$ cat src/rtl/mie_pkg.sv
// mie_pkg: shared types for the extended euclidean modular inverse block
// sequencer state encoding used by the top level
// no dependencies
package mie_pkg;

	// sequencer states
	typedef enum logic [2:0] {
		ST_IDLE,
		ST_ALIGN,
		ST_SUB,
		ST_SWAP,
		ST_DONE
	} state_t;

endpackage

$ cat src/rtl/modular_inverse_ext_euclid.sv
// modular_inverse_ext_euclid: modular inverse by the extended euclidean algorithm
// one shared shift/subtract unit under a small sequencer
// depends on mie_pkg
//
// Usage: drive value and modulus and pulse start while busy is low; the item is
// taken at that edge. busy then stays high until the result has been shown.
// The result (inverse_coefficient, common_divisor, invertible) is on the ports
// for exactly one cycle, marked by done; the receiver cannot stall it.
// Each quotient step of euclid is a restoring long division: the divisor and
// the running coefficient are shifted up one bit at a time until aligned, then
// one subtract-and-compare a cycle walks back down, and a swap state exchanges
// the operands. Every step runs on the single subtractor pair. A zero modulus
// skips the division steps and goes straight to done. A new item can be taken
// the cycle after done.
// The coefficient is carried signed in WIDTH+2 bits and is exact.
// Reset returns the sequencer to idle and drops busy and done.
module modular_inverse_ext_euclid #(
	parameter int WIDTH = 32
) (
	input  logic                    clk,
	input  logic                    arst_n,
	input  logic                    start,
	output logic                    busy,
	input  logic [WIDTH-1:0]        value,
	input  logic [WIDTH-1:0]        modulus,
	output logic                    done,
	output logic signed [WIDTH:0]   inverse_coefficient,
	output logic [WIDTH-1:0]        common_divisor,
	output logic                    invertible
);

	localparam int KW = $clog2(WIDTH);

	mie_pkg::state_t state_q, state_d;

	logic [WIDTH-1:0]          a_q, b_q, bs_q;
	logic signed [WIDTH+1:0]   cp_q, cc_q, cs_q;
	logic [KW-1:0]             k_q;

	// shared unit: divisor alignment test and restoring subtract
	logic [WIDTH:0]            bs_dbl;
	logic                      can_shift;
	logic                      can_sub;
	logic [WIDTH-1:0]          a_diff;
	logic signed [WIDTH+1:0]   cp_diff;

	assign bs_dbl    = {bs_q, 1'b0};
	assign can_shift = (bs_dbl <= {1'b0, a_q});
	assign can_sub   = (bs_q <= a_q);
	assign a_diff    = a_q - bs_q;
	assign cp_diff   = cp_q - cs_q;

	// next state
	always_comb begin
		state_d = state_q;
		unique case (state_q)
			mie_pkg::ST_IDLE: begin
				if (start) begin
					state_d = (modulus == '0) ? mie_pkg::ST_DONE : mie_pkg::ST_ALIGN;
				end
			end
			mie_pkg::ST_ALIGN: begin
				if (!can_shift) begin
					state_d = mie_pkg::ST_SUB;
				end
			end
			mie_pkg::ST_SUB: begin
				if (k_q == '0) begin
					state_d = mie_pkg::ST_SWAP;
				end
			end
			mie_pkg::ST_SWAP: begin
				state_d = (a_q == '0) ? mie_pkg::ST_DONE : mie_pkg::ST_ALIGN;
			end
			mie_pkg::ST_DONE: begin
				state_d = mie_pkg::ST_IDLE;
			end
			default: begin
				state_d = mie_pkg::ST_IDLE;
			end
		endcase
	end

	// state register
	always_ff @(posedge clk or negedge arst_n) begin
		if (!arst_n) begin
			state_q <= mie_pkg::ST_IDLE;
		end else begin
			state_q <= state_d;
		end
	end

	// datapath registers
	always_ff @(posedge clk) begin
		unique case (state_q)
			mie_pkg::ST_IDLE: begin
				a_q  <= value;
				b_q  <= modulus;
				bs_q <= modulus;
				cp_q <= (WIDTH+2)'(1);
				cc_q <= '0;
				cs_q <= '0;
				k_q  <= '0;
			end
			mie_pkg::ST_ALIGN: begin
				if (can_shift) begin
					bs_q <= bs_dbl[WIDTH-1:0];
					cs_q <= cs_q <<< 1;
					k_q  <= k_q + KW'(1);
				end
			end
			mie_pkg::ST_SUB: begin
				if (can_sub) begin
					a_q  <= a_diff;
					cp_q <= cp_diff;
				end
				if (k_q != '0) begin
					bs_q <= bs_q >> 1;
					cs_q <= cs_q >>> 1;
					k_q  <= k_q - KW'(1);
				end
			end
			mie_pkg::ST_SWAP: begin
				// remainder becomes the new divisor, old divisor the new dividend
				a_q  <= b_q;
				b_q  <= a_q;
				bs_q <= a_q;
				cp_q <= cc_q;
				cc_q <= cp_q;
				cs_q <= cp_q;
				k_q  <= '0;
			end
			mie_pkg::ST_DONE: begin
			end
			default: begin
			end
		endcase
	end

	// outputs
	always_comb begin
		busy                = (state_q != mie_pkg::ST_IDLE);
		done                = (state_q == mie_pkg::ST_DONE);
		common_divisor      = a_q;
		invertible          = done && (a_q == WIDTH'(1));
		inverse_coefficient = invertible ? cp_q[WIDTH:0] : '0;
	end

endmodule

$ cat config.mk
export PLATFORM = sky130hd
export DESIGN_NAME = modular_inverse_ext_euclid
export DESIGN_NICKNAME = d
export VERILOG_FILES = /design/src/rtl/mie_pkg.sv /design/src/rtl/modular_inverse_ext_euclid.sv
export SDC_FILE = /design/constraint.sdc
export NUM_CORES = 1
export LEC_CHECK = 0
export BUFFER_PORTS_ARGS = -buffer_cell sky130_fd_sc_hd__buf_2
export CORE_MARGIN = 3
export CORE_UTILIZATION = 35
export CTS_CLUSTER_DIAMETER = 120
export DETAILED_ROUTE_END_ITERATION = 7
export REMOVE_ABC_BUFFERS = 1
export SYNTH_ARGS = -nofsm -noshare
export SYNTH_HDL_FRONTEND = slang
export SYNTH_SLANG_ARGS = --single-unit
$ cat constraint.sdc
create_clock -name clk -period 8.11 [get_ports clk]
set_input_delay 1.622 -clock clk [delete_from_list [all_inputs] [get_ports clk]]
set_output_delay 1.622 -clock clk [all_outputs]
set_load 0.005 [all_outputs]
==> reports/summary.log <==
[status] run status complete, no violations
[grt] global-route usage over all layers 0.196
[floorplan] I/O Pins 135
[drt] drc violations 0
[logic_synthesis] Yosys cell types 75
[timing] actual slew at the worst max-slew pin 1170 ps
[clock_network] TritonCTS clock tree yes
[placed_design] number of buffer cells added on primary ports 134
[timing] RSZ-0062 raised after global routing false
[final_layout] Layout Area Growth over Synthesis 13.1%
[drt] First DRT Iteration DRCs 866
[logic_synthesis] EDFF count, synth 203
[floorplan] horizontal die dimension 210 µm
[setup_path] source of the worst register-to-register timing path common_divisor[0]
[clock_network] register clock-pin slew on the reported worst setup and hold paths 60 ps
[floorplan] effective utilization at floorplan 0.359
[setup_path] delay of the slowest cell on the worst path 750 ps
[setup_path] CP bufs+invs 3
[final_layout] fill cell total of the finished layout 4143
[drt] final routed wirelength across all metal layers 44000 µm
[logic_synthesis] ys flop type edfxtp_1
[setup_path] critical path, cell by cell buf_4, and2_1, nand2_1, nor3_2, buf_4, and2_1, buf_2
[final_layout] diode insertion count for antenna repair 0
[grt] first-pass GRT wire length 68500 µm
[final_layout] filler-free cell count of the finished design 2239
[grt] final global-route overflow total 0
[setup_path] crit-path max FO 47
[placed_design] # placed instances 2196
[timing] final hold violation count 0
[logic_synthesis] asr flop ratio synth 0.0146
[logic_synthesis] sequential element share of the synthesized area 0.425
[setup_path] data required time of the worst path 6490 ps
[timing] setup_tns 0 ps
[clock_network] CTS Root Cell clkbuf_16
[clock_network] H-Tree Level Count 1
[final_layout] Net count, final 1866
[hold_path] origin of the worst min-delay path cc_q[32]
[grt] maximum number of pins on one net before global-route repair 71
[final_layout] proportion of layout cells with a drive suffix above 1 0.125
[setup_path] beginning of the critical path state_q[2]
[clock_network] CTS sink count 206
[clock_network] buffers from clock root to sink, at most 3
[timing] count of final max-slew check failures 0
[timing] time the worst path needs with I/O delays and setup 4640 ps
[hold_path] depth of the worst hold-timing path 2
[setup_path] class of the most critical setup path flop to primary output
[setup_path] nature of the critical path startpoint flop
[grt] antenna violations before repair 0
[setup_path] Crit path arrival time 3020 ps
[logic_synthesis] register bit count reported by yosys 206
[setup_path] Crit path max-delay family buffers and inverters
[logic_synthesis] post-synthesis instance total 1598
[flow_run] max-cap check violation count 0
[timing] final critical-path share of the clock period 0.572
[clock_network] Post-CTS Setup Repair Bufs 0
[final_layout] combined flip-flop and latch cell area 0.00618 mm²
[clock_network] total clock buffers created by CTS 24
[logic_synthesis] Yosys Warn Count 0
[setup_path] setup slack on the worst flop-to-flop path 4230 ps
[floorplan] number of cell rows 73
[setup_path] Max stage delay cell, worst path dfrtp_2
[drt] routed len/inst 19.7 µm
[drt] Detail Route Antenna Nets 0
[clock_network] insertion delay to the later sink of the worst-skew pair 550 ps
[drt] first drt pass iteration count 5
[final_layout] post-route core utilization 0.406
[grt] vias in the first global route 12.0k
[placed_design] Setup WS pre-CTS 4000 ps
[floorplan] Core Footprint 0.0404 mm²
[timing] final setup margin 3470 ps
[placed_design] detailed placer's ending HPWL 29900 µm
[hold_path] endpoint of the worst hold-timing path cp_q[32]
[placed_design] GPL Wtd Cong 0.868
[setup_path] Worst R2R Path Depth 13
[drt] average vias per placed instance 5.47
[timing] normalized max-slew margin 0.215
[clock_network] number of hold buffers added after CTS 0
[floorplan] die extent in y 210 µm
[logic_synthesis] netlist area before placement 0.0145 mm²
[setup_path] endpoint of the worst-slack reg-to-reg timing path cp_q[9]
[logic_synthesis] mean instance size in the synthesized netlist 9.08 µm²
[timing] Setup-failing EPs final 0
[floorplan] Die Area 0.0439 mm²
[drt] total via count in the routed design 12.2k
[timing] Final Skew 20.5 ps
[final_layout] combined area of the multi-input logic cells 0.00766 mm²
[setup_path] critical path endpoint category primary output
[hold_path] worst min-delay path category flop to flop
[timing] fmax 216 MHz
[clock_network] Resized cells post-CTS 0
through the flow:
stage / hold slack (ps) / area, µm²
floorplan: 496 / 14200
global placement: 503 / 15700
detailed placement: 515 / 15700
CTS: 535 / 16400
global route: 551 / 16400
finish: 534 / 16400
cell usage after synthesis (6+ instances only):
library cell	number	area (µm²)
nand4_1	16	100
nor2_1	176	661
buf_1	10	37.5
ha_1	99	1240
nand2_1	167	627
o21ai_0	116	581
clkbuf_1	63	236
and2_1	67	419
o211ai_1	8	60.1
o21bai_1	7	52.6
a31oi_1	14	87.6
nand2b_1	11	68.8
nor4_1	18	113
nand3_1	16	80.1
o21ai_1	18	90.1
a21oi_1	172	861
a21o_1	46	345
inv_1	117	439
edfxtp_1	203	6100
a211oi_1	6	45.0
xnor2_1	26	228
xor2_1	28	245
and3_1	14	87.6
mux2i_1	68	681
nor3_1	18	90.1
o21a_1	14	105
area by class of cell:
class | count | share of cell area
clock buffer | 32 | 0.0397
clock inverter | 11 | 0.00305
inverter | 118 | 0.0270
multi-input combinational | 1200 | 0.467
sequential | 206 | 0.377
tap | 525 | 0.0400
timing repair buffer | 147 | 0.0468
placed cells by master, fill, tap and decap left out, types with 6 or more instances in the layout:
master	n
and3_1	14
clkbuf_16	25
nand3_1	16
nor4_1	18
nor2_1	173
a31oi_1	14
buf_4	13
nand2_1	166
nand2b_1	10
o21ai_1	18
o21a_1	14
o211ai_1	8
a21o_1	46
edfxtp_1	203
a211oi_1	6
mux2i_1	68
o21bai_1	7
buf_2	134
o21ai_0	116
xnor2_1	26
inv_1	117
nand4_1	16
xor2_1	28
clkinv_1	6
clkbuf_1	7
ha_1	99
nor3_1	16
and2_1	67
a21oi_1	172
worst max-delay path by stage:
stage                                          to  slack, ps  cells past startpoint
after floorplan                            b_q[0]       -470                      2
final                     inverse_coefficient[23]       3470                      7
after detailed placement   inverse_coefficient[5]       4000                      7
after CTS                  inverse_coefficient[5]       3410                      7
after global placement     inverse_coefficient[7]       4060                      7
after global routing      inverse_coefficient[21]       3230                      7
layer usage:
| metal | global-route usage | share of wire | wire length [µm] | up-vias |
|---|---|---|---|---|
| met5 | 0 | 0 | 0 | - |
| met4 | 0.0564 | 0.030 | 1310 | 0 |
| met3 | 0.0387 | 0.068 | 3000 | 72 |
| met2 | 0.317 | 0.45 | 19900 | 377 |
| met1 | 0.266 | 0.45 | 19800 | 5883 |
| li1 | - | - | - | 5906 |
worst register-to-register path, delay by kind of cell, from the launching register on:
family,cells,cell delay [ps]
buffers and inverters,2,160
flip-flops,1,440
adder cells (fa/ha/maj),2,410
AND/OR/NAND/NOR,1,120
AO/OA/AOI/OAI,8,2310
kinds of logic (layout without fill, tap and decap cells):
logic type                 Yosys count  count (layout)  synth area share
AOI/OAI and AO/OA                  445             445             0.186
xor gates and xnor gates            54              54            0.0326
adders and majority gates          102             102            0.0895
buffers and inverters              192             308            0.0498
DFF                                206             206             0.425
muxes                               68              68            0.0469
and+or+nand+nor                    531             531             0.170
registers in the layout, summed over array words and instances (netlist names):
| name | count |
|---|---|
| b_q | 32 |
| bs_q | 32 |
| cc_q | 34 |
| common_divisor | 32 |
| cp_q | 34 |
| cs_q | 34 |
| k_q | 5 |
| state_q | 3 |
Power is left out: the tool's default activity adds up to more than one toggle a clock period on the data nets, which glitch-free logic cannot reach.
